### src/pn3o_pkg.sv
`default_nettype none
// ----------------------------------------------------------------------------
// pn3o_pkg: shared types and constants for the 3D octave Perlin noise unit
// Controller states, command/status bundles, sequencer slot codes.
// ----------------------------------------------------------------------------
package pn3o_pkg;

    localparam int MAX_OCTAVES_DEF = 8;
    localparam int FRAC_BITS_DEF   = 16;

    localparam int COORD_W   = 24;
    localparam int CELL_W    = 8;
    localparam int OUT_W     = 17;
    localparam int OUT_FRAC  = 16;
    localparam int OCT_CFG_W = 4;

    localparam logic [OCT_CFG_W-1:0] OCT_CFG_RESET = 4'd4;

    // action codes carried in tuser
    localparam logic ACT_LOAD = 1'b0;
    localparam logic ACT_EVAL = 1'b1;

    // gradient selection codes
    localparam logic [3:0] HASH_U_Y   = 4'd8;
    localparam logic [3:0] HASH_V_ZX  = 4'd4;
    localparam logic [3:0] HASH_V_X_A = 4'd12;
    localparam logic [3:0] HASH_V_X_B = 4'd14;

    typedef logic [3:0] slot_t;

    // permutation read slots, in issue order
    localparam slot_t RD_X   = 4'd0;
    localparam slot_t RD_X1  = 4'd1;
    localparam slot_t RD_A   = 4'd2;
    localparam slot_t RD_A1  = 4'd3;
    localparam slot_t RD_B   = 4'd4;
    localparam slot_t RD_B1  = 4'd5;
    localparam slot_t RD_AA  = 4'd6;
    localparam slot_t RD_BA  = 4'd7;
    localparam slot_t RD_AB  = 4'd8;
    localparam slot_t RD_BB  = 4'd9;
    localparam slot_t RD_AA1 = 4'd10;
    localparam slot_t RD_BA1 = 4'd11;
    localparam slot_t RD_AB1 = 4'd12;
    localparam slot_t RD_BB1 = 4'd13;

    // capture slots (each captured in the cycle after its read)
    localparam slot_t CAP_A  = 4'd0;
    localparam slot_t CAP_B  = 4'd1;
    localparam slot_t CAP_AA = 4'd2;
    localparam slot_t CAP_AB = 4'd3;
    localparam slot_t CAP_BA = 4'd4;
    localparam slot_t CAP_BB = 4'd5;
    localparam slot_t CAP_H0 = 4'd6;
    localparam slot_t CAP_H7 = 4'd13;

    localparam slot_t HASH_LAST = 4'd14;

    // multiplier slots: fades, then the lerp tree
    localparam slot_t MS_X2 = 4'd0;
    localparam slot_t MS_X3 = 4'd1;
    localparam slot_t MS_XF = 4'd2;
    localparam slot_t MS_Y2 = 4'd3;
    localparam slot_t MS_Y3 = 4'd4;
    localparam slot_t MS_YF = 4'd5;
    localparam slot_t MS_Z2 = 4'd6;
    localparam slot_t MS_Z3 = 4'd7;
    localparam slot_t MS_ZF = 4'd8;
    localparam slot_t MS_L0 = 4'd9;
    localparam slot_t MS_L1 = 4'd10;
    localparam slot_t MS_L2 = 4'd11;
    localparam slot_t MS_L3 = 4'd12;
    localparam slot_t MS_M0 = 4'd13;
    localparam slot_t MS_M1 = 4'd14;
    localparam slot_t MS_N  = 4'd15;

    typedef enum logic [2:0] {
        ST_IDLE,
        ST_HASH,
        ST_GRAD,
        ST_MUL,
        ST_ACC,
        ST_FINAL
    } state_t;

    typedef enum logic [1:0] {
        PH_PREP,
        PH_MUL,
        PH_WB
    } phase_t;

    typedef struct packed {
        logic  start;
        logic  load_en;
        logic  rd_en;
        slot_t rd_slot;
        logic  cap_en;
        slot_t cap_slot;
        logic  grad_en;
        logic  prep_en;
        logic  mul_en;
        logic  wb_en;
        slot_t mslot;
        logic  acc_en;
        logic  fin_en;
    } dp_cmd_t;

    typedef struct packed {
        logic out_busy;
    } dp_status_t;

endpackage
`default_nettype wire

### src/pn3o_ctrl.sv
`default_nettype none
// ----------------------------------------------------------------------------
// pn3o_ctrl: sequencer for the octave noise unit
// Walks hash reads, gradient load, multiplier slots and accumulation per octave; also issues loads and the final step.
// ----------------------------------------------------------------------------
module pn3o_ctrl
    import pn3o_pkg::*;
#(
    parameter int MAX_OCTAVES = MAX_OCTAVES_DEF
) (
    input  wire logic                 aclk,
    input  wire logic                 aresetn,
    input  wire logic                 cfg_wr_en,
    input  wire logic [OCT_CFG_W-1:0] cfg_wr_data,
    input  wire logic                 in_valid,
    input  wire logic                 in_action,
    output logic                      in_ready,
    output dp_cmd_t                   cmd,
    input  wire dp_status_t           status
);

    localparam int OCT_W = $clog2(MAX_OCTAVES + 1);

    state_t                 state_reg, state_next;
    phase_t                 phase_reg, phase_next;
    slot_t                  cnt_reg, cnt_next;
    slot_t                  mslot_reg, mslot_next;
    logic [OCT_W-1:0]       oct_reg, oct_next;
    logic [OCT_W-1:0]       noct_reg, noct_next;
    logic [OCT_CFG_W-1:0]   oct_cfg_reg;
    logic [OCT_W-1:0]       n_sat;
    logic [OCT_W-1:0]       oct_inc;

    always_ff @(posedge aclk) begin
        if (!aresetn) begin
            state_reg   <= ST_IDLE;
            phase_reg   <= PH_PREP;
            cnt_reg     <= '0;
            mslot_reg   <= '0;
            oct_reg     <= '0;
            noct_reg    <= '0;
            oct_cfg_reg <= OCT_CFG_RESET;
        end else begin
            state_reg <= state_next;
            phase_reg <= phase_next;
            cnt_reg   <= cnt_next;
            mslot_reg <= mslot_next;
            oct_reg   <= oct_next;
            noct_reg  <= noct_next;
            if (cfg_wr_en) begin
                oct_cfg_reg <= cfg_wr_data;
            end
        end
    end

    always_comb begin
        if (int'(oct_cfg_reg) > MAX_OCTAVES) begin
            n_sat = OCT_W'(MAX_OCTAVES);
        end else begin
            n_sat = OCT_W'(oct_cfg_reg);
        end
    end

    assign oct_inc = OCT_W'(oct_reg + 1'b1);

    always_comb begin
        state_next = state_reg;
        phase_next = phase_reg;
        cnt_next   = cnt_reg;
        mslot_next = mslot_reg;
        oct_next   = oct_reg;
        noct_next  = noct_reg;
        in_ready   = 1'b0;
        cmd        = '0;
        cmd.mslot  = mslot_reg;
        unique case (state_reg)
            ST_IDLE: begin
                in_ready = 1'b1;
                if (in_valid) begin
                    if (in_action == ACT_LOAD) begin
                        cmd.load_en = 1'b1;
                    end else begin
                        cmd.start = 1'b1;
                        noct_next = n_sat;
                        oct_next  = '0;
                        cnt_next  = '0;
                        state_next = (n_sat == '0) ? ST_FINAL : ST_HASH;
                    end
                end
            end
            ST_HASH: begin
                cmd.rd_en    = (cnt_reg != HASH_LAST);
                cmd.rd_slot  = cnt_reg;
                cmd.cap_en   = (cnt_reg != RD_X);
                cmd.cap_slot = slot_t'(cnt_reg - 1'b1);
                if (cnt_reg == HASH_LAST) begin
                    cnt_next   = '0;
                    state_next = ST_GRAD;
                end else begin
                    cnt_next = slot_t'(cnt_reg + 1'b1);
                end
            end
            ST_GRAD: begin
                cmd.grad_en = 1'b1;
                mslot_next  = MS_X2;
                phase_next  = PH_PREP;
                state_next  = ST_MUL;
            end
            ST_MUL: begin
                case (phase_reg)
                    PH_PREP: begin
                        cmd.prep_en = 1'b1;
                        phase_next  = PH_MUL;
                    end
                    PH_MUL: begin
                        cmd.mul_en = 1'b1;
                        phase_next = PH_WB;
                    end
                    PH_WB: begin
                        cmd.wb_en  = 1'b1;
                        phase_next = PH_PREP;
                        if (mslot_reg == MS_N) begin
                            state_next = ST_ACC;
                        end else begin
                            mslot_next = slot_t'(mslot_reg + 1'b1);
                        end
                    end
                    default: begin
                        phase_next = PH_PREP;
                    end
                endcase
            end
            ST_ACC: begin
                cmd.acc_en = 1'b1;
                oct_next   = oct_inc;
                cnt_next   = '0;
                state_next = (oct_inc == noct_reg) ? ST_FINAL : ST_HASH;
            end
            ST_FINAL: begin
                if (!status.out_busy) begin
                    cmd.fin_en = 1'b1;
                    state_next = ST_IDLE;
                end
            end
            default: begin
                state_next = ST_IDLE;
            end
        endcase
    end

endmodule
`default_nettype wire

### config.mk
export PLATFORM = sky130hd
export DESIGN_NAME = pn3o_ctrl
export DESIGN_NICKNAME = d
export VERILOG_FILES = /design/src/pn3o_pkg.sv /design/src/pn3o_ctrl.sv
export SDC_FILE = /design/constraint.sdc
export NUM_CORES = 1
export LEC_CHECK = 0
export BUFFER_PORTS_ARGS = -buffer_cell sky130_fd_sc_hd__buf_2
export CORE_MARGIN = 2
export CORE_UTILIZATION = 40
export DETAILED_ROUTE_END_ITERATION = 8
export GPL_TIMING_DRIVEN = 0
export MAX_ROUTING_LAYER = met4
export PLACE_DENSITY_LB_ADDON = 0.25
export SYNTH_ARGS = -nofsm -noshare
export SYNTH_HDL_FRONTEND = slang
export SYNTH_SLANG_ARGS = --single-unit
### constraint.sdc
create_clock -name aclk -period 2 [get_ports aclk]
set_input_delay 0.1 -clock aclk [delete_from_list [all_inputs] [get_ports aclk]]
set_output_delay 0.1 -clock aclk [all_outputs]
set_load 0.02 [all_outputs]
Yosys cells after proc, flatten, opt, wreduce, memory -nomap -nowiden:

Index checks and enable logic that the tools add are counted.

* add/subtract/negate cells: 4
* multiply operators: 0
* divide/modulo/power cells: 0
* magnitude comparators: 1
* eq/ne operators: 18
* shift-type cells: 0
* mux-type cells: 34
* bitwise gates (word level): 0
* reductions and logical operators: 12

Operators with widths (number)
* $mux W3: 9
* $mux W4: 6
* $pmux W3 S6: 1
* $pmux W4 S2: 2
* $ne A2 B2 Y1 const B: 7
* $add A4 B1 Y4 const B: 3
* $pmux W4 S3: 1
* $reduce_and A3 Y1: 4
* $mux W1: 10
* $mux W10: 1
* $eq A4 B4 Y1 const B: 2
* $pmux W2 S2: 2
* $eq A3 B2 Y1 const B: 2
* $eq A3 B3 Y1 const B: 2
* $reduce_and A6 Y1: 1
* $eq A4 B4 Y1: 1
* $gt A4 B4 Y1 const B: 1
* $logic_not A4 Y1: 1
* $mux W2: 2
* $ne A4 B4 Y1 const B: 1
* $reduce_bool A2 Y1: 2
* $reduce_bool A4 Y1: 1
* $sub A4 B1 Y4 const B: 1
* $eq A3 B1 Y1 const B: 1
* other kinds (5): 5

* bits in registers: 25
* latch bits: 0
* RAM bits: 0
* ROM bits: 0
* output and inout bits: 23
* memories kept: 0

Logic depth before layout (Yosys ltp):

Gate-level depths: netlist of run 1.

* depth in word-level cells: 7
* depth in mapped cells: 6

Worst setup path before layout of run 1:

Ideal clock, no wire load.

* path kind: register to register
* from: reg state_reg[2]
* to: reg noct_reg[0]
* arrival: 1.824 ns
* setup slack: 0.101 ns
* cell stages (with the launch flop): 7
* buffers on the path: 1
* path through: dfxtp_1 buf_4 nor3_1 nand3_1 inv_1 nand3b_1 a21boi_0

* longest elaborated chain between the ends: 2

Ends and longest elaborated chain
* from (decl): RTL line pn3o_ctrl.sv:24 `state_t state_reg, state_next;`
* from (signal assigned): RTL line pn3o_ctrl.sv:44 `state_reg <= state_next;`
* $logic_not A3 Y1: RTL line pn3o_ctrl.sv:76 `unique case (state_reg)`
* $reduce_and A3 Y1 (no source line)
* to (signal assigned): RTL line pn3o_ctrl.sv:49 `noct_reg <= noct_next;`
* to (decl): RTL line pn3o_ctrl.sv:29 `logic [OCT_W-1:0] noct_reg, noct_next;`

Every way passes these cells.
A chain may end at the register's enable or synchronous reset.

==> metrics.txt, run 1 <==
Cell Int Power=1.051 mW; WP buf/inv=3; final design utilization=48.66%; Max Slew Vio Count=0; initial DRC count=68; hpwl dp=2.335 mm; Vias/cell=5.094; Top Family by Delay on Critical Path=simple AND/OR/NAND/NOR gates; Hold-fix buffers, CTS=0; CP Max Fanout=10; H-tree depth=1; Die Area=0.004253 mm²; first drt pass iteration count=4; Die Height=65.22 µm; worst path arrival time=1.70 ns; clock tree from TritonCTS=yes; DRC Markers=0; Die Wd=65.22 µm; Sw Ratio=42.92%; worst slew pin tran=0.4473 ns; Total GRT Usage=15.96%; crit end category=primary output; number of port buffers=31; Worst Reg-to-Reg Cells=5; outcome=finished clean; largest net degree at the start of global routing=16; Rows=22; fmax=555.4 MHz; initial core utilization=41.25%; RSZ-0062 raised after global routing=false; setup repair bufs after CTS=0; CTS buffer count=3; Tmin final=1.801 ns; Fin Clk Skew=0.008936 ns; initial antenna violation count=0; Via Count=1299; Area Growth Syn to Fin=17.95%; Layout Nets=224; final hold violations=0; Main synth FF type=dfxtp_1; CP Cell Sequence=buf_4, nor3_1, nand3_2, inv_1, buf_2; RD Place Congestion=0.7563; async set or reset register ratio after synthesis=0%; layout cells sized above 1=22.22%; critical path class=reg2out; Worst R2R Setup Slack=0.30 ns; Clk Latency, worst-skew pair=0.27 ns; Syn Inst Count=172; number of global-route vias before repair=1149; Max-Cap Viols=0; Post-Syn Area per Cell=8.715 µm²; I/O pin count=33; critical path's slowest cell=dfxtp_1; required time worst endpoint=1.90 ns; Clock Power Share=16.9%; storage element area=500.5 µm²; warning count from the yosys run=0; Post-Syn Area=0.001499 mm²; Avg WL per Cell=11.96 µm; setup TNS=0 ns; core area=0.003633 mm²; Detailed Route WL=3.050 mm; worst hold path startpoint=cfg_wr_data[2]; first-pass GRT wire length=5.244 mm; Tcrit/Tclk final=90.03%; Total Power=1.841 mW; worst min path class=in2reg; CTS clk-pin slew, worst paths=0.10 ns; sequential share of power=33.6%; Sink Count=25; post-route ant nets=0; flops & latches, synth=25; Lkg Pwr=0.7638 nW; Peak VDD IR=0.5642 mV; CP max stage delay=0.36 ns; # diodes=0; RR Endpoint=mslot_reg[3]; Sw Pwr=0.7902 mW; number of synthesized flops with an enable pin=0; worst r2r src=mslot_reg[0]; area of the multi-input gates=918.4 µm²; Final setup viols=0; clock root buffer=clkbuf_8; Max clock buf depth=2; register area share after synthesis=33.39%; crit start category=flip-flop; Hold Path Depth=3; gr ovfl total=0; Gate power share=49.6%; syn nets=188; number of fill cells=382; pwr dens=1041 mW/mm²; post-synth cell types=46; hold worst-path end=oct_cfg_reg[2]; slew margin rel.=70.05%
==> worst max-delay path by stage <==
stage / from / end / slack [ns] / cells past startpoint
detailed placement: mslot_reg[0] / mslot_reg[3] / 0.33 / 5
CTS: state_reg[2] / cmd[21] / 0.11 / 5
finish: state_reg[2] / cmd[21] / 0.20 / 5
global route: state_reg[2] / cmd[21] / 0.04 / 5
floorplan: state_reg[2] / noct_reg[0] / 0.10 / 6
global placement: mslot_reg[0] / mslot_reg[3] / 0.36 / 5
==> what timing repair did <==
action / in CTS / in global routing
resized for setup: 0 / 1
endpoints found under the setup margin: 0 / 1
endpoints found under the hold margin: 0 / 0
==> layer usage <==
metal | share of wire [%] | track usage, % | up-vias
li1 | - | - | 682
met1 | 52 | 22.29 | 586
met2 | 43 | 24.23 | 27
met3 | 3.4 | 2.055 | 4
met4 | 0.98 | 4.688 | 0
met5 | 0 | - | -
==> worst min-delay path, stage by stage <==
cell and delay [ns]:
buf_2 0.07, mux2i_1 0.06, nand2_1 0.06
==> power by group through the flow <==
stage / registers (mW) / logic (mW) / clock network (mW)
final: 0.618 / 0.913 / 0.310
after floorplan: 0.625 / 0.695 / 0
after global placement: 0.629 / 0.903 / 0
after detailed placement: 0.630 / 0.910 / 0
after global routing: 0.628 / 1.02 / 0.342
after CTS: 0.618 / 0.914 / 0.323
==> cells in the mapped netlist, types with 2 or more instances <==
library cell | instances | area share, %
and3_1 | 2 | 0.83
buf_2 | 2 | 0.67
nor3_1 | 7 | 2.3
a22oi_1 | 2 | 1.0
nor2b_1 | 6 | 2.5
dfxtp_1 | 25 | 33
and2_1 | 4 | 1.7
nor2_1 | 13 | 3.3
buf_6 | 2 | 1.5
xnor2_1 | 5 | 2.9
mux2i_1 | 5 | 3.3
ha_1 | 6 | 5.0
nand3_1 | 6 | 2.0
clkbuf_1 | 5 | 1.3
a21oi_1 | 4 | 1.3
nor3b_1 | 6 | 3.0
xor2_1 | 4 | 2.3
nor4_1 | 2 | 0.83
buf_4 | 2 | 1.0
or3_1 | 2 | 0.83
nand3b_1 | 6 | 3.0
nand2b_1 | 2 | 0.83
nand2_1 | 13 | 3.3
inv_1 | 5 | 1.3
or4_1 | 2 | 1.0
o21a_1 | 3 | 1.5
a21boi_0 | 9 | 4.5
o21ai_0 | 4 | 1.3
==> cell type report <==
cell class	count	share of cell area, %
multi-input cells	131	51.95
clock buffers	3	2.335
flip-flops and latches	25	28.31
well taps	48	3.397
clock inverters	1	0.4246
plain buffers	11	3.751
inverters	5	1.062
repair buffers	31	8.776
==> metrics by stage <==
stage / cell area, µm² / worst slack (ns) / instances / hold slack [ns]
floorplan: 1499 / 0.1009 / 172 / 0.2285
global placement: 1714 / 0.3565 / 251 / 0.3351
detailed placement: 1714 / 0.3278 / 251 / 0.3359
CTS: 1763 / 0.1119 / 255 / 0.04430
global route: 1768 / 0.03762 / 255 / 0.06655
finish: 1768 / 0.1994 / 255 / 0.04633
==> cell families after synthesis <==
kind of cell,Yosys count,synth area share (%)
AOI/OAI and AO/OA,35,18.03
xor gates and xnor gates,10,6.761
adders and majority gates,6,5.008
buffers and inverters,16,5.676
DFF,25,33.39
muxes,5,3.339
and+or+nand+nor,75,27.80
==> placed cells by master, fill, tap and decap left out, drive strengths merged, types with 2 or more instances in the layout <==
cell type	Yosys	final
and3	2	2
inv	5	5
nand3	6	6
clkbuf	5	8
xor2	4	4
or3	2	2
a21oi	4	4
a21boi	9	9
nor3b	7	7
a31oi	2	2
nor3	7	7
a22oi	2	2
nor4	2	2
buf	6	37
and2	4	4
nor2	13	13
or4	2	2
o21ai	5	5
mux2i	5	5
nor2b	6	6
nand2b	2	2
nand2	13	13
xnor2	5	5
o21a	3	3
ha	6	6
nand3b	6	6
dfxtp	25	25
No activity file was read; power rests on OpenSTA's default activity.
==> run 2, diff against run 1 <==
--- a/config.mk
+++ b/config.mk
@@ -11,7 +11,6 @@
 export DETAILED_ROUTE_END_ITERATION = 8
 export GPL_TIMING_DRIVEN = 0
 export MAX_ROUTING_LAYER = met4
-export PLACE_DENSITY_LB_ADDON = 0.25
 export SYNTH_ARGS = -nofsm -noshare
 export SYNTH_HDL_FRONTEND = slang
 export SYNTH_SLANG_ARGS = --single-unit
==> metrics.txt, run 2 (synthesized netlist as in run 1, its figures left out) <==
CTS clk-pin slew, worst paths=0.09 ns (about the same); most frequent CP cell=buf_2; core area=0.003633 mm² (unchanged); Avg WL per Cell=12.44 µm (+4.0%); initial core utilization=41.25% (unchanged); pwr dens=1054 mW/mm² (+1.2%); # diodes=0 (unchanged); Rows=22 (unchanged); required time worst endpoint=1.90 ns (about the same); dpl cell area=0.001714 mm² (unchanged); Hold-fix buffers, CTS=0 (unchanged); first-pass GRT wire length=5.540 mm (+5.6%); RD Place Congestion=0.8331 (+10%); critical path's slowest cell=or3b_1; slew margin rel.=70.35% (+0.30 points); CP Max Fanout=9 (-1); fin area=0.001769 mm² (about the same); final design utilization=48.69% (about the same); Detailed Route WL=3.172 mm (+4.0%); initial DRC count=34 (-50%); commonest non-fill, non-tap cells in the layout=buf_2, dfxtp_1, nor2_1, nand2_1, a21boi_0; first drt pass iteration count=4 (unchanged); WP buf/inv=3 (unchanged); number of fill cells=382 (unchanged); Lkg Pwr=0.7682 nW (+0.59%); Max Slew Vio Count=0 (unchanged); DRC Markers=0 (unchanged); worst path arrival time=1.68 ns (-0.02 ns); area of the multi-input gates=918.4 µm² (unchanged); clock tree from TritonCTS=yes; Sw Pwr=0.8043 mW (+1.8%); post-route ant nets=0 (unchanged); Die Wd=65.22 µm (unchanged); Tcrit/Tclk final=89.19% (-0.84 points); CTS buffer count=3 (unchanged); critical path class=reg2out; Die Area=0.004253 mm² (unchanged); Vias/cell=5.220 (+2.5%); CP Cell Sequence=buf_2, or3b_1, buf_6, a31oi_4, buf_2; setup repair bufs after CTS=0 (unchanged); H-tree depth=1 (unchanged); fin worst setup slack=0.2162 ns (+0.01686 ns); DP Worst Slack=0.3179 ns (-0.009842 ns); Gate power share=49.7% (about the same); number of port buffers=31 (unchanged); Clock Power Share=17.2% (+0.3 points); Fin Clk Skew=0.005572 ns (-0.003364 ns); largest net degree at the start of global routing=17 (+1); initial antenna violation count=0 (unchanged); Area Growth Syn to Fin=18.03% (about the same); outcome=finished clean; Top Family by Delay on Critical Path=buffers and inverters; Total GRT Usage=17.06% (+1.1 points); CP max stage delay=0.37 ns (about the same); Final setup viols=0 (unchanged); setup TNS=0 ns (unchanged); number of global-route vias before repair=1293 (+13%); sequential share of power=33.1% (-0.5 points); layout cells sized above 1=22.22% (unchanged); crit start category=flip-flop; Peak VDD IR=0.5198 mV (-7.9%); hpwl dp=2.497 mm (+6.9%); crit end category=primary output; Die Height=65.22 µm (unchanged); fmax=560.6 MHz (+0.94%); I/O pin count=33 (unchanged); Sw Ratio=43.12% (+0.20 points); gr ovfl total=0 (unchanged); Clk Latency, worst-skew pair=0.28 ns (about the same); final hold violations=0 (unchanged); Layout Nets=224 (unchanged); Sink Count=25 (unchanged); clock root buffer=clkbuf_8; worst slew pin tran=0.4429 ns (-0.004409 ns); worst min path class=in2reg; Via Count=1331 (+2.5%); Cell Int Power=1.061 mW (+0.93%); Max-Cap Viols=0 (unchanged); Tmin final=1.784 ns (-0.01686 ns); RSZ-0062 raised after global routing=false; storage element area=500.5 µm² (unchanged); Max clock buf depth=2 (unchanged); most common cell after layout, fill and taps aside=buf_2
[run 2: cell count changes in the layout (fill, tap and decap cells not counted), sizes merged]
cell,before,now
clkinvlp,1,0
inv,5,6
[run 2: final cells by class]
class                           instances  share of cell area, %
Sequential cell                        25                  28.29
Tap cell                               48                  3.395
Timing Repair Buffer                   31                  8.769
Multi-Input combinational cell        131                  51.91
Clock inverter                          1                 0.4950
Inverter                                5                  1.061
Clock buffer                            3                  2.334
Buffer                                 11                  3.748
[run 2: worst reg2reg max path, delay by kind of cell, from the launching register on]
kind | cells | cell delay (ns)
compound gates | 2 | 0.39
fa+ha+maj | 1 | 0.22
flops | 1 | 0.35
simple gates | 2 | 0.67
[run 2: power groups by stage]
stage                     clock network, mW  logic (mW)  registers [mW]
after floorplan                           0       0.695           0.625
after global placement                    0       0.897           0.625
after detailed placement                  0       0.924           0.629
after CTS                             0.341       0.926           0.616
after global routing                  0.357        1.03           0.629
final                                 0.321       0.927           0.617
[run 2: worst paths after layout]
| kind | end | cells after the start | from | slack [ns] |
|---|---|---|---|---|
| min | oct_cfg_reg[2] | 3 | cfg_wr_data[2] | 0.03 |
| min reg2reg | noct_reg[0] | 2 | noct_reg[0] | 0.48 |
| max reg2reg | mslot_reg[3] | 5 | mslot_reg[0] | 0.30 |
| max | cmd[19] | 5 | state_reg[1] | 0.22 |
[run 2: metal layers]
metal	up-vias	share of wire (%)	track usage, %
met5	-	0	-
met4	0	1.5	6.250
met3	5	4.5	2.568
met2	28	47	29.85
met1	625	47	19.83
li1	673	-	-
[run 2: metrics by stage]
| stage | hold WS [ns] | cells | power [mW] |
|---|---|---|---|
| after floorplan | 0.2285 | 172 | 1.319 |
| after global routing | 0.02798 | 255 | 2.015 |
| final | 0.03350 | 255 | 1.865 |
| after CTS | 0.02667 | 255 | 1.884 |
| after detailed placement | 0.3250 | 251 | 1.553 |
| after global placement | 0.3197 | 251 | 1.522 |
[run 2: timing repair]
| action | 4_1_cts | 5_1_grt |
|---|---|---|
| gates resized for setup | 0 | 1 |
| hold endpoints to repair | 0 | 0 |
| setup endpoints to repair | 0 | 1 |
==> run 3, diff against run 2 <==
--- a/config.mk
+++ b/config.mk
@@ -5,10 +5,11 @@
 export SDC_FILE = /design/constraint.sdc
 export NUM_CORES = 1
 export LEC_CHECK = 0
-export BUFFER_PORTS_ARGS = -buffer_cell sky130_fd_sc_hd__buf_2
+export CAP_MARGIN = 20
 export CORE_MARGIN = 2
 export CORE_UTILIZATION = 40
 export DETAILED_ROUTE_END_ITERATION = 8
+export DONT_BUFFER_PORTS = 1
 export GPL_TIMING_DRIVEN = 0
 export MAX_ROUTING_LAYER = met4
 export SYNTH_ARGS = -nofsm -noshare
==> metrics.txt, run 3 (synthesized netlist as in run 1, its figures left out) <==
outcome=finished clean; CTS clk-pin slew, worst paths=0.10 ns (about the same); CTS buffer count=3 (unchanged); Rows=22 (unchanged); clock tree from TritonCTS=yes; worst hold path startpoint=cfg_wr_data[0]; area of the multi-input gates=935.9 µm² (+1.9%); Cells after DPL=220 (-12%); # diodes=0 (unchanged); hold worst-path end=oct_cfg_reg[0]; crit start category=flip-flop; worst slew pin tran=0.8734 ns (+0.4306 ns); Worst R2R Setup Slack=0.17 ns (-0.13 ns); Cell Int Power=0.9975 mW (-6.0%); Total GRT Usage=16.31% (-0.76 points); first-pass GRT wire length=5.416 mm (-2.2%); RSZ-0062 raised after global routing=false; post-route ant nets=0 (unchanged); Max-Cap Viols=0 (unchanged); required time worst endpoint=2.20 ns (+0.30 ns); Die Wd=65.22 µm (unchanged); DRC Markers=0 (unchanged); first drt pass iteration count=4 (unchanged); Vias/cell=5.463 (+4.7%); gr ovfl total=0 (unchanged); clock root buffer=clkbuf_8; pwr dens=1079 mW/mm² (+2.4%); final hold violations=0 (unchanged); critical path class=reg2reg; largest net degree at the start of global routing=16 (-1); core area=0.003633 mm² (unchanged); Die Height=65.22 µm (unchanged); Sink Count=25 (unchanged); Gate power share=47.4% (-2.3 points); Layout Nets=196 (-13%); layout cells sized above 1=9.497% (-13 points); Final setup viols=0 (unchanged); RD Place Congestion=0.8717 (+4.6%); Clk Latency, worst-skew pair=0.27 ns (about the same); number of port buffers=0 (-100%); initial DRC count=29 (-15%); Avg WL per Cell=13.95 µm (+12%); I/O pin count=33 (unchanged); storage element area=500.5 µm² (unchanged); number of fill cells=383 (+0.26%); H-tree depth=1 (unchanged); Via Count=1240 (-6.8%); hpwl dp=2.451 mm (-1.8%); crit end category=flip-flop; fin area=0.001660 mm² (-6.2%); number of global-route vias before repair=1227 (-5.1%); Sw Ratio=44.32% (+1.2 points); initial antenna violation count=0 (unchanged); Fin Clk Skew=0.006124 ns (+0.0005513 ns); slew margin rel.=41.65% (-29 points); Max clock buf depth=2 (unchanged); worst path arrival time=2.02 ns (+0.34 ns); CP Max Fanout=7 (-2); most common cell after layout, fill and taps aside=dfxtp_1; Sw Pwr=0.7940 mW (-1.3%); Area Growth Syn to Fin=10.77%; fmax=547.2 MHz (-2.4%); Tcrit/Tclk final=91.38% (+2.2 points); Worst Reg-to-Reg Cells=5 (unchanged); initial core utilization=41.25% (unchanged); worst min path class=in2reg; final std cells w/o fill=227 (-11%); Max Slew Vio Count=0 (unchanged); Peak VDD IR=0.6331 mV (+22%); dpl cell area=0.001559 mm² (-9.1%); Clock Power Share=17.5% (+0.3 points); RR Endpoint=mslot_reg[3]; Lkg Pwr=0.6243 nW (-19%); commonest non-fill, non-tap cells in the layout=dfxtp_1, nor2_1, nand2_1; Detailed Route WL=3.166 mm (-0.19%); worst r2r src=mslot_reg[0]; Die Area=0.004253 mm² (unchanged); sequential share of power=35.0% (+1.9 points); Hold Path Depth=2 (-1); Tmin final=1.828 ns (+0.04383 ns)
run 3: critical path, stage by stage (launching register included):
cell	delay, ns
dfxtp_1	0.42
ha_1	0.25
and3_1	0.19
a21o_1	0.24
or4_1	0.47
a21boi_0	0.18
run 3: stage by stage:
step	hold WS [ns]	worst slack, ns	power, mW	TNS, ns	utilization, %
floorplan	0.2285	0.1009	1.319	0	-
global placement	0.2322	-0.1930	1.428	-0.7200	42.91
detailed placement	0.2457	-0.2499	1.452	-0.8856	42.91
CTS	0.0006027	0.02521	1.775	0	44.94
global route	0.01545	0.06381	1.919	0	45.70
finish	0.005484	0.1724	1.791	0	45.70
run 3: routing by layer:
metal	wire length, µm	GRT usage (%)	vias to the layer above	part of all wire, %
li1	-	-	622	-
met1	1517	20.21	588	48
met2	1496	27.55	28	47
met3	136	2.568	2	4.3
met4	16	4.688	0	0.51
met5	0	-	-	0
run 3: timing repair:
| action | 4_1_cts | 5_1_grt |
|---|---|---|
| hold buffers | 2 | 1 |
| endpoints found under the setup margin | 6 | 6 |
| resized for setup | 1 | 4 |
| buffers inserted | 0 | 0 |
| pin swaps | 0 | 0 |
| endpoints found under the hold margin | 2 | 1 |
run 3: power by group through the flow:
| stage | Sequential, mW | Clock (mW) | Combinational (mW) |
|---|---|---|---|
| after floorplan | 0.625 | 0 | 0.695 |
| after global placement | 0.636 | 0 | 0.792 |
| after detailed placement | 0.639 | 0 | 0.813 |
| after CTS | 0.627 | 0.321 | 0.826 |
| after global routing | 0.638 | 0.347 | 0.934 |
| final | 0.628 | 0.314 | 0.850 |
run 3: layout make-up:
type,count,share of cell area [%]
multi-input combinational,131,56.37
sequential,25,30.14
buffer,11,3.994
tap,48,3.617
clock buffer,3,2.487
timing repair buffer,3,1.809
inverter,5,1.130
clock inverter,1,0.4521
run 3: worst max path at each step:
stage	end	cells after the start	start
3_3_place_gp	noct_reg[0]	6	state_reg[2]
5_1_grt	mslot_reg[3]	5	mslot_reg[0]
2_1_floorplan	noct_reg[0]	6	state_reg[2]
4_1_cts	cmd[21]	4	state_reg[2]
3_5_place_dp	noct_reg[0]	6	state_reg[2]
6_report	mslot_reg[3]	5	mslot_reg[0]
